$ cat config.mk
export PLATFORM = sky130hd
export DESIGN_NAME = radar_presence_debounce_fsm
export DESIGN_NICKNAME = d
export VERILOG_FILES = /design/src/rtl/rpd_pkg.sv /design/src/rtl/rpd_step.sv /design/src/rtl/radar_presence_debounce_fsm.sv
export SDC_FILE = /design/constraint.sdc
export NUM_CORES = 1
export LEC_CHECK = 0
export BUFFER_PORTS_ARGS = -buffer_cell sky130_fd_sc_hd__buf_2
export CAP_MARGIN = 15
export CORE_AREA = 2 2 203 205
export CTS_BUF_LIST = sky130_fd_sc_hd__clkbuf_8
export CTS_CLUSTER_DIAMETER = 50
export DETAILED_ROUTE_END_ITERATION = 7
export DIE_AREA = 0 0 205 207
export PLACE_DENSITY = 0.75
export SLEW_MARGIN = 40
export SYNTH_ARGS = -nofsm -noshare
export SYNTH_HDL_FRONTEND = slang
export SYNTH_SLANG_ARGS = --single-unit
$ cat constraint.sdc
create_clock -name clk -period 5.9 [get_ports clk]
set_input_delay 0.295 -clock clk [delete_from_list [all_inputs] [get_ports clk]]
set_output_delay 0.295 -clock clk [all_outputs]
set_load 0.005 [all_outputs]
$ cat src/rtl/rpd_pkg.sv
// Package: shared types, register map and reset values for the radar presence debouncer.
`timescale 1ns / 1ps
package rpd_pkg;

  typedef enum logic [1:0] {
    PRES_UNKNOWN = 2'd0,
    PRES_CLEAR   = 2'd1,
    PRES_PRESENT = 2'd2
  } presence_t;

  typedef enum logic [2:0] {
    REG_STALL_TIMEOUT    = 3'd0,
    REG_PRESENT_DEBOUNCE = 3'd1,
    REG_CLEAR_TIMEOUT    = 3'd2,
    REG_NEAR_LIMIT       = 3'd3,
    REG_MID_LIMIT        = 3'd4
  } reg_index_t;

  localparam int unsigned AddrWidth = 5;
  localparam int unsigned TimeWidth = 32;
  localparam int unsigned SpanWidth = 31;
  localparam int unsigned DistWidth = 16;

  localparam logic [SpanWidth-1:0] StallTimeoutReset    = 31'd3000;
  localparam logic [SpanWidth-1:0] PresentDebounceReset = 31'd1000;
  localparam logic [SpanWidth-1:0] ClearTimeoutReset    = 31'd5000;
  localparam logic [DistWidth-1:0] NearLimitReset       = 16'd100;
  localparam logic [DistWidth-1:0] MidLimitReset        = 16'd300;

  typedef struct packed {
    logic [SpanWidth-1:0] stall_timeout;
    logic [SpanWidth-1:0] present_debounce;
    logic [SpanWidth-1:0] clear_timeout;
    logic [DistWidth-1:0] near_limit;
    logic [DistWidth-1:0] mid_limit;
  } rpd_cfg_t;

  typedef struct packed {
    logic                 command;
    logic [TimeWidth-1:0] now_ms;
    logic                 frame_is_presence;
    logic                 target_hit;
    logic [7:0]           raw_targets;
    logic [DistWidth-1:0] range_cm;
  } rpd_item_t;

  typedef struct packed {
    presence_t            presence;
    logic [1:0]           count;
    logic [1:0]           range;
    logic [TimeWidth-1:0] last_frame;
    logic [TimeWidth-1:0] target_start;
    logic [TimeWidth-1:0] absence_start;
    logic                 last_raw_target;
  } rpd_state_t;

  typedef struct packed {
    presence_t  presence;
    logic [1:0] count;
    logic [1:0] range;
    logic       presence_chg;
    logic       bucket_chg;
    logic       stalled;
  } rpd_result_t;

endpackage

$ cat src/rtl/rpd_step.sv
// Next-state and result logic for one tick of the presence debouncer.
`timescale 1ns / 1ps
module rpd_step import rpd_pkg::*; (
  input  rpd_cfg_t    cfg,
  input  rpd_item_t   item,
  input  rpd_state_t  cur,
  output rpd_state_t  nxt,
  output rpd_result_t res
);

  // now - since read as signed 32 bit, non-negative and >= span
  function automatic logic span_passed(input logic [TimeWidth-1:0] now,
                                       input logic [TimeWidth-1:0] since,
                                       input logic [SpanWidth-1:0] span);
    logic [TimeWidth-1:0] d;
    d = now - since;
    return !d[TimeWidth-1] && (d[SpanWidth-1:0] >= span);
  endfunction

  logic [TimeWidth-1:0] tgt_start;
  logic [TimeWidth-1:0] abs_start;
  logic [1:0]           bucket;
  logic [1:0]           band;
  logic                 stall_hit;

  assign stall_hit = (cur.presence != PRES_UNKNOWN) &&
                     span_passed(item.now_ms, cur.last_frame, cfg.stall_timeout);
  assign tgt_start = (item.target_hit && !cur.last_raw_target) ? item.now_ms
                                                               : cur.target_start;
  assign abs_start = (!item.target_hit && cur.last_raw_target) ? item.now_ms
                                                               : cur.absence_start;

  always_comb begin
    if (item.raw_targets == 8'd0) begin
      bucket = 2'd0;
    end else if (item.raw_targets == 8'd1) begin
      bucket = 2'd1;
    end else begin
      bucket = 2'd2;
    end
    if (item.range_cm == '0) begin
      band = 2'd0;
    end else if (item.range_cm <= cfg.near_limit) begin
      band = 2'd1;
    end else if (item.range_cm <= cfg.mid_limit) begin
      band = 2'd2;
    end else begin
      band = 2'd3;
    end
  end

  always_comb begin
    nxt = cur;
    res.presence_chg = 1'b0;
    res.bucket_chg   = 1'b0;
    res.stalled      = 1'b0;
    if (item.command) begin
      nxt.presence        = PRES_UNKNOWN;
      nxt.count           = 2'd0;
      nxt.range           = 2'd0;
      nxt.last_frame      = item.now_ms;
      nxt.target_start    = item.now_ms;
      nxt.absence_start   = item.now_ms;
      nxt.last_raw_target = 1'b0;
      res.presence_chg    = (cur.presence != PRES_UNKNOWN);
    end else if (stall_hit) begin
      nxt.presence     = PRES_UNKNOWN;
      nxt.count        = 2'd0;
      nxt.range        = 2'd0;
      res.presence_chg = 1'b1;
      res.stalled      = 1'b1;
    end else if (item.frame_is_presence) begin
      nxt.last_frame      = item.now_ms;
      nxt.target_start    = tgt_start;
      nxt.absence_start   = abs_start;
      nxt.last_raw_target = item.target_hit;
      if (item.target_hit) begin
        if (cur.presence != PRES_PRESENT &&
            span_passed(item.now_ms, tgt_start, cfg.present_debounce)) begin
          nxt.presence = PRES_PRESENT;
        end else if (cur.presence == PRES_UNKNOWN) begin
          nxt.presence = PRES_CLEAR;
        end
        nxt.count = bucket;
        nxt.range = band;
      end else begin
        if (cur.presence != PRES_CLEAR &&
            span_passed(item.now_ms, abs_start, cfg.clear_timeout)) begin
          nxt.presence = PRES_CLEAR;
        end else if (cur.presence == PRES_UNKNOWN) begin
          nxt.presence = PRES_CLEAR;
        end
        nxt.count = 2'd0;
        nxt.range = 2'd0;
      end
      res.presence_chg = (nxt.presence != cur.presence);
      res.bucket_chg   = (nxt.count != cur.count);
    end
    res.presence = nxt.presence;
    res.count    = nxt.count;
    res.range    = nxt.range;
  end

endmodule

$ cat src/rtl/radar_presence_debounce_fsm.sv
// Top level: radar presence debouncer with input register, result register and APB registers.
//
//  channel | valid    | stall     | payload
//  --------+----------+-----------+----------------------------------------------
//  in      | in_valid | in_stall  | command now_ms frame_is_presence target_hit
//          |          |           | raw_targets range_cm
//  out     | out_valid| out_stall | presence_state count_bucket range_band
//          |          |           | presence_chg bucket_chg stalled
//  cfg     | psel     | (pready)  | paddr pwdata prdata, registers at 4*index
//
// One word per cycle while out_stall stays low; out_valid rises as the word enters the result register.
// The input register feeds the step logic, which updates the state and the
// result register in the same edge, so back-to-back words see fresh state.
// Reset (rst, synchronous) empties both registers and rearms the state at time 0.
// A held result stalls the input register, which then raises in_stall.
`timescale 1ns / 1ps
module radar_presence_debounce_fsm import rpd_pkg::*; (
  input  logic                 clk,
  input  logic                 rst,
  input  logic                 in_valid,
  output logic                 in_stall,
  input  logic                 command,
  input  logic [TimeWidth-1:0] now_ms,
  input  logic                 frame_is_presence,
  input  logic                 target_hit,
  input  logic [7:0]           raw_targets,
  input  logic [DistWidth-1:0] range_cm,
  output logic                 out_valid,
  input  logic                 out_stall,
  output logic [1:0]           presence_state,
  output logic [1:0]           count_bucket,
  output logic [1:0]           range_band,
  output logic                 presence_chg,
  output logic                 bucket_chg,
  output logic                 stalled,
  input  logic                 psel,
  input  logic                 penable,
  input  logic                 pwrite,
  input  logic [AddrWidth-1:0] paddr,
  input  logic [31:0]          pwdata,
  output logic [31:0]          prdata,
  output logic                 pready
);

  rpd_cfg_t    cfg;
  rpd_item_t   item;
  logic        item_valid;
  rpd_state_t  state;
  rpd_state_t  state_next;
  rpd_result_t result;
  rpd_result_t step_res;
  logic        advance;
  logic        cfg_write;
  reg_index_t  reg_sel;

  assign pready    = 1'b1;
  assign cfg_write = psel && penable && pwrite && pready;
  assign reg_sel   = reg_index_t'(paddr[AddrWidth-1:2]);

  always_ff @(posedge clk) begin
    if (rst) begin
      cfg.stall_timeout    <= StallTimeoutReset;
      cfg.present_debounce <= PresentDebounceReset;
      cfg.clear_timeout    <= ClearTimeoutReset;
      cfg.near_limit       <= NearLimitReset;
      cfg.mid_limit        <= MidLimitReset;
    end else if (cfg_write) begin
      case (reg_sel)
        REG_STALL_TIMEOUT:    cfg.stall_timeout    <= pwdata[SpanWidth-1:0];
        REG_PRESENT_DEBOUNCE: cfg.present_debounce <= pwdata[SpanWidth-1:0];
        REG_CLEAR_TIMEOUT:    cfg.clear_timeout    <= pwdata[SpanWidth-1:0];
        REG_NEAR_LIMIT:       cfg.near_limit       <= pwdata[DistWidth-1:0];
        REG_MID_LIMIT:        cfg.mid_limit        <= pwdata[DistWidth-1:0];
        default: ;
      endcase
    end
  end

  always_comb begin
    case (reg_sel)
      REG_STALL_TIMEOUT:    prdata = {1'b0, cfg.stall_timeout};
      REG_PRESENT_DEBOUNCE: prdata = {1'b0, cfg.present_debounce};
      REG_CLEAR_TIMEOUT:    prdata = {1'b0, cfg.clear_timeout};
      REG_NEAR_LIMIT:       prdata = {16'd0, cfg.near_limit};
      REG_MID_LIMIT:        prdata = {16'd0, cfg.mid_limit};
      default:              prdata = '0;
    endcase
  end

  // input register moves on when the result register is free or being drained
  assign advance  = item_valid && (!out_valid || !out_stall);
  assign in_stall = item_valid && !advance;

  always_ff @(posedge clk) begin
    if (rst) begin
      item_valid <= 1'b0;
    end else if (!in_stall) begin
      item_valid <= in_valid;
    end
  end

  always_ff @(posedge clk) begin
    if (!in_stall && in_valid) begin
      item.command           <= command;
      item.now_ms            <= now_ms;
      item.frame_is_presence <= frame_is_presence;
      item.target_hit        <= target_hit;
      item.raw_targets       <= raw_targets;
      item.range_cm          <= range_cm;
    end
  end

  rpd_step u_step (
    .cfg (cfg),
    .item(item),
    .cur (state),
    .nxt (state_next),
    .res (step_res)
  );

  always_ff @(posedge clk) begin
    if (rst) begin
      state.presence        <= PRES_UNKNOWN;
      state.count           <= 2'd0;
      state.range           <= 2'd0;
      state.last_frame      <= '0;
      state.target_start    <= '0;
      state.absence_start   <= '0;
      state.last_raw_target <= 1'b0;
    end else if (advance) begin
      state <= state_next;
    end
  end

  always_ff @(posedge clk) begin
    if (rst) begin
      out_valid <= 1'b0;
    end else if (advance) begin
      out_valid <= 1'b1;
    end else if (!out_stall) begin
      out_valid <= 1'b0;
    end
  end

  always_ff @(posedge clk) begin
    if (advance) begin
      result <= step_res;
    end
  end

  assign presence_state = result.presence;
  assign count_bucket   = result.count;
  assign range_band     = result.range;
  assign presence_chg   = result.presence_chg;
  assign bucket_chg     = result.bucket_chg;
  assign stalled        = result.stalled;

endmodule

# Yosys cells after proc, flatten, opt, wreduce, memory -nomap -nowiden
# Index checks and enable logic that the tools add are counted.
# totals
regBits,298
inputBits,103
output_inout_bits,44
elab_cells,107
# op_classes
n_addsub,3
order_cmp,5
n_eq_ne,11
mux,25
bitwise,1
reduce_logical,36
# ops
cell,count
103-bit two-way mux,2
31-bit case mux with 5 select lines,1
97-bit two-way mux,1
32-bit subtractor,3
31-bit >= comparator,3
32-bit two-way mux,2
16-bit less-or-equal comparator,2
6-bit two-way mux,5
16-bit zero test,1
2-bit two-way mux,8
1-bit logical AND,13
2-bit AND reduction,5
1-bit zero test,9
"8-bit by 1-bit equality test with 1-bit output, second input constant",1
8-bit zero test,1
"3-bit by 2-bit equality test with 1-bit output, second input constant",2
1-bit two-way mux,6
"2-bit by 1-bit inequality test with 1-bit output, second input constant",2
2-bit inequality test,2
"2-bit inequality test, second input constant",2
2-bit nonzero test,2
"3-bit by 1-bit equality test with 1-bit output, second input constant",1
"3-bit equality test, second input constant",1
3-bit zero test,1
5 further kinds,5

# Longest topological paths before layout
# Gate-level depths: netlist (run 1).
# depth
word_depth,16
mapped_depth,28
ltp_nobuf,27

# Modules after synthesis
# A second synthesis (run 1) with hierarchy kept.
# unflattened
hier_cells,2528
area_unflattened_um2,21893.5
# modules_own_cells
module,instances,cells_per_inst,area_each_um2
radar_presence_debounce_fsm,1,1130,11557.3
rpd_step,1,1398,10336.2

# Worst setup path after synthesis (run 1)
# Ideal clock, no wire load.
# synth_timing
path_type,flip-flop to flip-flop
startpoint,reg item[24] (netlist name)
endpoint,"reg result, in the netlist presence_state[0] (data pin)"
setup_ps,271
arrival_time_ps,5017
slack_ps,612
path_stages_with_launch,24
period_less_slack_ps,5288
path_cell_list,edfxtp_1 > nor2b_1 > clkbuf_1 > clkbuf_1 > mux2i_1 > ha_1 > a21o_1 > a41oi_1 > a21oi_1 > o31a_1 > o31ai_1 > a21boi_1 > o21ai_0 > nand2_1 > a221oi_1 > xnor2_1 > ha_1 > o21ai_0 > nand2b_1 > a2111oi_0 > a21oi_1 > and2_1 > nor3_1 > nor4_1
# synth_lines
element,line_no,source
to (signal assigned),radar_presence_debounce_fsm.sv:147,result <= step_res;
to (decl),radar_presence_debounce_fsm.sv:50,rpd_result_t result;

# Worst setup path after layout (run 1)
# layout_timing
startpoint,reg item[30] (netlist name)
endpoint,reg state[0] (netlist bit)
# layout_via
elab_chain_cells,6
# layout_lines
element,line_no,source
32-bit subtractor *,rpd_step.sv:16,d = now - since;
31-bit >= comparator / 1-bit zero test (equally long branches),rpd_step.sv:17,return !d[TimeWidth-1] && (d[SpanWidth-1:0] >= span);
1-bit logical AND *,rpd_step.sv:17,
1-bit logical AND *,rpd_step.sv:26,assign stall_hit = (cur.presence != PRES_UNKNOWN) &&
2-bit inequality test (no line) *,--,
3-bit AND reduction (no line) *,--,
to (signal assigned),radar_presence_debounce_fsm.sv:131,state <= state_next;
to (decl),radar_presence_debounce_fsm.sv:48,rpd_state_t state;
# Mark *: on every way between the ends. The rest lies on a longest branch, timed or not.
# A chain may end at the register's enable or synchronous reset.

==> results of run 1 <==
per-layer routing:
metal / GRT usage, % / part of all wire, % / vias to the layer above
met5: 0 / 0 / -
met4: 8.39 / 2.6 / 0
li1: - / - / 8904
met2: 45.2 / 45 / 878
met1: 40.1 / 44 / 8900
met3: 4.91 / 8.8 / 116
power breakdown:
group / switching [W] / leakage [nW] / internal [W] / total (W)
registers: 0.0000610 / 2.52 / 0.00215 / 0.00221
logic: 0.000803 / 6.97 / 0.000609 / 0.00141
clock network: 0.000947 / 0.641 / 0.00112 / 0.00207
state kept, by name, summed over array words and instances, names as in the netlist:
name            cells
cfg               125
state             103
out_valid           1
stalled             1
count_bucket        2
presence_state      2
item               59
presence_chg        1
item_valid          1
range_band          2
bucket_chg          1
cells by family after synthesis:
kind of cell | synth area share (%)
AO/OA/AOI/OAI | 18.5
XOR/XNOR | 3.61
adder cells (fa/ha/maj) | 14.0
buffers and inverters | 5.55
flip-flops | 33.4
multiplexers | 9.42
other | 0.0377
AND/OR/NAND/NOR | 15.4
path summary, 6_finish.rpt:
path                                 to                  start  cells after the start
setup / recovery  state[0]$_SDFFE_PP0P_     item[30]$_DFFE_PP_                     23
hold / removal     cfg[15]$_SDFFE_PP0P_                    rst                      2
setup reg to reg  state[0]$_SDFFE_PP0P_     item[30]$_DFFE_PP_                     23
hold reg to reg   cfg[111]$_SDFFE_PP0P_  cfg[111]$_SDFFE_PP0P_                      2
worst max-delay path, stage by stage, from the launching register on:
cell and delay (ns):
edfxtp_1 0.47, ha_1 0.41, a21o_1 0.24, a31o_1 0.23
o31a_1 0.32, o21a_1 0.22, o21ai_0 0.16, nand2b_1 0.10
a21boi_0 0.34, o21bai_1 0.11, a21oi_1 0.18, xnor2_1 0.12
ha_1 0.21, a211oi_1 0.31, o21ai_0 0.14, a21oi_1 0.14
o31a_1 0.17, a311oi_2 0.13, a2111oi_4 0.37, nor3_2 0.13
a211o_4 0.45, buf_4 0.21, or3_1 0.31, a21oi_1 0.13
per-stage QoR:
step	instances	setup slack, ns	util, %	total power [W]	hold WS, ns
floorplan	2380	0.612	-	0.00315	0.394
global placement	3016	0.114	53.1	0.00351	0.443
detailed placement	3016	0.0416	53.1	0.00355	0.463
CTS	3208	0.0135	58.2	0.00566	0.143
global route	3218	0.0178	58.7	0.00595	0.171
finish	3218	0.218	58.7	0.00569	0.138
area by class of cell:
type                            count  area (sq um)
Clock inverter                     40           303
Antenna cell                        2          5.00
Fill cell                        3538         16700
Sequential cell                   298          6650
Tap cell                          532           666
Multi-Input combinational cell   1804         12300
Clock buffer                       60           826
Inverter                          177           664
Timing Repair Buffer              305          2250
cells in the final DEF, fill, tap and decap left out, types with 6 or more instances in the layout:
| cell | n |
|---|---|
| ha_1 | 216 |
| inv_1 | 187 |
| nor2b_1 | 23 |
| o211ai_1 | 29 |
| clkbuf_8 | 60 |
| a221o_1 | 18 |
| a211oi_1 | 15 |
| mux2i_1 | 183 |
| buf_2 | 140 |
| o21ai_0 | 131 |
| or3_1 | 7 |
| buf_4 | 64 |
| nand3_1 | 27 |
| nand4_1 | 26 |
| xnor2_1 | 59 |
| nand2_1 | 346 |
| a221oi_1 | 6 |
| o21a_1 | 18 |
| nor3_1 | 16 |
| clkinv_2 | 13 |
| o31a_1 | 8 |
| dlygate4sd3_1 | 92 |
| a31oi_1 | 9 |
| a21o_1 | 67 |
| nor4_1 | 10 |
| and3_1 | 11 |
| a21oi_1 | 228 |
| xor2_1 | 23 |
| and2_1 | 8 |
| nor2_1 | 189 |
| nand2b_1 | 18 |
| dfxtp_1 | 230 |
| edfxtp_1 | 68 |
| o21bai_1 | 6 |
| o21ai_1 | 12 |
what timing repair did:
item,in CTS,in global routing
resized for setup,1,25
setup buffers,0,7
endpoints found under the setup margin,2,106
hold endpoints to repair,186,0
hold buffers,92,0
pin swaps,0,4
==> results.json, run 1 <==
{
  "cts_root_buffer": "clkbuf_8",
  "cts_buffers": 53,
  "relSlewSlack_pct": 42.7,
  "syn_to_final_growth_pct": 19.0,
  "p_per_area_nw_per_um2": 240,
  "track_usage_pct": 28.7,
  "fin_crit_ns": 5.68,
  "synth_area_sq_um": 19900,
  "grt_pass1_vias": 17900,
  "ir_drop_v": 0.000159,
  "finClkSkew_ns": 0.0395,
  "synthTopCellsByCount": "nand2_1, a21oi_1, dfxtp_1, ha_1, nor2_1",
  "overflow": 0,
  "worstSetupPathType": "register to register",
  "num_vias": 18800,
  "h-tree-depth": 2,
  "yosysMostFrequentCell": "nand2_1",
  "r2r_slack_ns": 0.22,
  "worstMarginPinSlew_ns": 0.860,
  "final_cell_area_sq_um": 23700,
  "nets": 2963,
  "start_util_pct": 49.3,
  "finalHoldViolations": 0,
  "hold_path_class": "input pin to register",
  "async_reset_ff_share_pct": 0,
  "cp-start-kind": "register",
  "die_area_sq_um": 42400,
  "critPathArrivalTime_ns": 6.26,
  "cap_violations": 0,
  "ant_nets": 0,
  "leakagePower_nw": 10.1,
  "core_sq_um": 40400,
  "ys_ff_latch": 298,
  "gp_congestion": 0.972,
  "cp-end-kind": "register",
  "dpl_cell_area_sq_um": 21400,
  "die_h_um": 207,
  "dieWidth_um": 205,
  "syn_area_per_cell_sq_um": 8.36,
  "drc": 0,
  "finalCritPeriodShare_pct": 96.3,
  "synth_cell_types": 70,
  "cts_tree": "built",
  "fp-row-count": 74,
  "drt_first_pass_iters": 8,
  "grt_pass1_wl_um": 96300,
  "setup_viol": 0,
  "setup_tns_ns": 0,
  "drive_gt1_share_pct": 12.7,
  "grt_max_degree": 116,
  "rsz0062_at_grt": "no",
  "syn_nets": 2704,
  "required_ns": 6.48,
  "worstSkewPairLatency_ns": 0.66,
  "clock.fmax_mhz": 176,
  "avgViaCountPerCell": 5.84,
  "syn_inst": 2380,
  "synth_ff_type": "dfxtp_1",
  "io_buffers": 141,
  "io_pins": 147,
  "drv_slew": 0,
  "wl_um": 62600,
  "clk_pin_slew_ns": 0.06,
  "ys_seq_area_share_pct": 33.4,
  "yosys_warnings": 0,
  "synth_top_area_share_pct": 23.1,
  "dp_hpwl_um": 45100,
  "clock-sinks": 298,
  "drtIter0Drc": 2121,
  "synth.area.top_cells": "dfxtp_1, ha_1, edfxtp_1, mux2i_1, nand2_1",
  "wl_per_cell_um": 19.4,
  "crit_path_max_fanout": 8,
  "yosysTopAreaCell": "dfxtp_1",
  "status": "completed",
  "clock_tree.buffer_depth": 3,
  "antenna_found_initial": 2,
  "synth-edff-count": 68
}
Power figures use the tool's default switching activity.
==> run 2: changes to the inputs <==
--- a/config.mk
+++ b/config.mk
@@ -7,13 +7,14 @@
 export LEC_CHECK = 0
 export BUFFER_PORTS_ARGS = -buffer_cell sky130_fd_sc_hd__buf_2
 export CAP_MARGIN = 15
-export CORE_AREA = 2 2 203 205
+export CORE_AREA = 2 2 186 188
 export CTS_BUF_LIST = sky130_fd_sc_hd__clkbuf_8
 export CTS_CLUSTER_DIAMETER = 50
 export DETAILED_ROUTE_END_ITERATION = 7
-export DIE_AREA = 0 0 205 207
-export PLACE_DENSITY = 0.75
+export DIE_AREA = 0 0 188 190
+export PLACE_DENSITY = 0.85
 export SLEW_MARGIN = 40
 export SYNTH_ARGS = -nofsm -noshare
 export SYNTH_HDL_FRONTEND = slang
 export SYNTH_SLANG_ARGS = --single-unit
+export TNS_END_PERCENT = 50
==> results.json, run 2 (synthesis gave the netlist of run 1 again) <==
{
  "die_h_um": 190,
  "drive_gt1_share_pct": 11.9,
  "clock.fmax_mhz": 175,
  "required_ns": 6.39,
  "largest_register_ffs": 125,
  "drt_first_pass_iters": 8,
  "crit_path_max_fanout": 22,
  "ant_nets": 0,
  "syn_to_final_growth_pct": 17.6,
  "start_util_pct": 58.6,
  "avgViaCountPerCell": 6.12,
  "cp-end-kind": "register",
  "h-tree-depth": 2,
  "gp_congestion": 0.978,
  "drtIter0Drc": 2313,
  "drc": 1,
  "die_area_sq_um": 35700,
  "grt_pass1_vias": 18300,
  "finalCritPeriodShare_pct": 96.8,
  "rsz0062_at_grt": "yes",
  "ir_drop_v": 0.000159,
  "reg_top3": "cfg (125), state (103), item (59)",
  "worstSetupPathType": "register to register",
  "grt_max_degree": 119,
  "p_per_area_nw_per_um2": 236,
  "antenna_found_initial": 0,
  "cts_root_buffer": "clkbuf_8",
  "clock_tree.buffer_depth": 3,
  "hold_path_class": "input pin to register",
  "clk_pin_slew_ns": 0.06,
  "grt_pass1_wl_um": 94600,
  "dp_hpwl_um": 43800,
  "fin_crit_ns": 5.71,
  "finalNonFillerCells": 3115,
  "cts_buffers": 51,
  "drv_slew": 0,
  "io_pins": 147,
  "crit_path_max_incr_delay_ns": 0.46,
  "num_vias": 19100,
  "regMostFlops": "cfg",
  "critPathArrivalTime_ns": 6.21,
  "layout.cells.most_common_list": "nand2_1, dfxtp_1, a21oi_1",
  "cp-start-kind": "register",
  "critPathSlowestCell": "a211o_4",
  "dpl_cell_area_sq_um": 21300,
  "track_usage_pct": 33.2,
  "clock-sinks": 298,
  "setup_viol": 0,
  "status": "finished, violations left",
  "final_cell_area_sq_um": 23400,
  "final_common_cell": "nand2_1",
  "diodes": 0,
  "worstMarginPinSlew_ns": 0.856,
  "fin_util_pct": 68.9,
  "dieWidth_um": 188,
  "finClkSkew_ns": 0.0306,
  "place_inst": 2928,
  "crit_path_frequent_cell": "nor2_1",
  "nets": 2943,
  "cap_violations": 0,
  "overflow": 0,
  "violations": "DRC",
  "io_buffers": 141,
  "wl_um": 61600,
  "whs_ns": 0.136,
  "worstSkewPairLatency_ns": 0.67,
  "finalHoldViolations": 0,
  "fp-row-count": 68,
  "leakagePower_nw": 9.99,
  "crit_buf_inv": 4,
  "setup_tns_ns": 0,
  "wl_per_cell_um": 19.8,
  "relSlewSlack_pct": 42.9,
  "core_sq_um": 33900,
  "cts_tree": "built",
  "crit_family": "compound AO/OA/AOI/OAI gates"
}
run 2: cell types whose count changed in the layout (fill, tap and decap cells not counted), sizes merged:
cell / before / now
clkinv: 21 / 11
buf: 213 / 194
clkbuf: 60 / 62
bufinv: 4 / 1
diode: 2 / 0
inv: 191 / 197
run 2: stage by stage:
stage	setup slack [ns]	power [W]
floorplan	0.612	0.00315
global placement	0.167	0.00348
detailed placement	0.0311	0.00354
CTS	0.0126	0.00546
global route	-0.0391	0.00575
finish	0.189	0.00552
run 2: repair_timing:
| item | 4_1_cts | 5_1_grt |
|---|---|---|
| endpoints found under the hold margin | 184 | 0 |
| setup endpoints to repair | 0 | 62 |
| gates resized for setup | 0 | 31 |
| hold buffers | 92 | 0 |
| setup buffers | 0 | 0 |
run 2: layer usage:
metal	vias up	GRT usage, %	share of wire (%)
met4	0	13.6	3.9
met2	1001	53.3	45
met5	-	0	0
li1	8869	-	-
met3	174	5.92	9.2
met1	9020	44.2	42
run 2: cell type report:
class                   count  area, sq um
multi-input cells        1804        12400
clock inverters            33          180
inverters                 177          664
repair buffers            287         2140
flip-flops and latches    298         6650
well taps                 455          569
clock buffers              61          840
fillers                  2587        10600
run 2: path summary, 6_finish.rpt:
kind / from / slack (ns) / to / cells after the start
hold reg to reg: state[98]$_SDFFE_PP0P_ / 0.47 / state[98]$_SDFFE_PP0P_ / 2
setup / recovery: item[26]$_DFFE_PP_ / 0.19 / state[43]$_SDFFE_PP0P_ / 25
hold / removal: rst / 0.14 / state[80]$_SDFFE_PP0P_ / 2
setup reg to reg: item[26]$_DFFE_PP_ / 0.19 / state[43]$_SDFFE_PP0P_ / 25
run 2: power by group:
group,internal (W),switching (W),total (W)
clock,0.000988,0.000912,0.00190
combinational,0.000607,0.000800,0.00141
sequential,0.00215,0.0000629,0.00222
total,0.00375,0.00177,0.00552
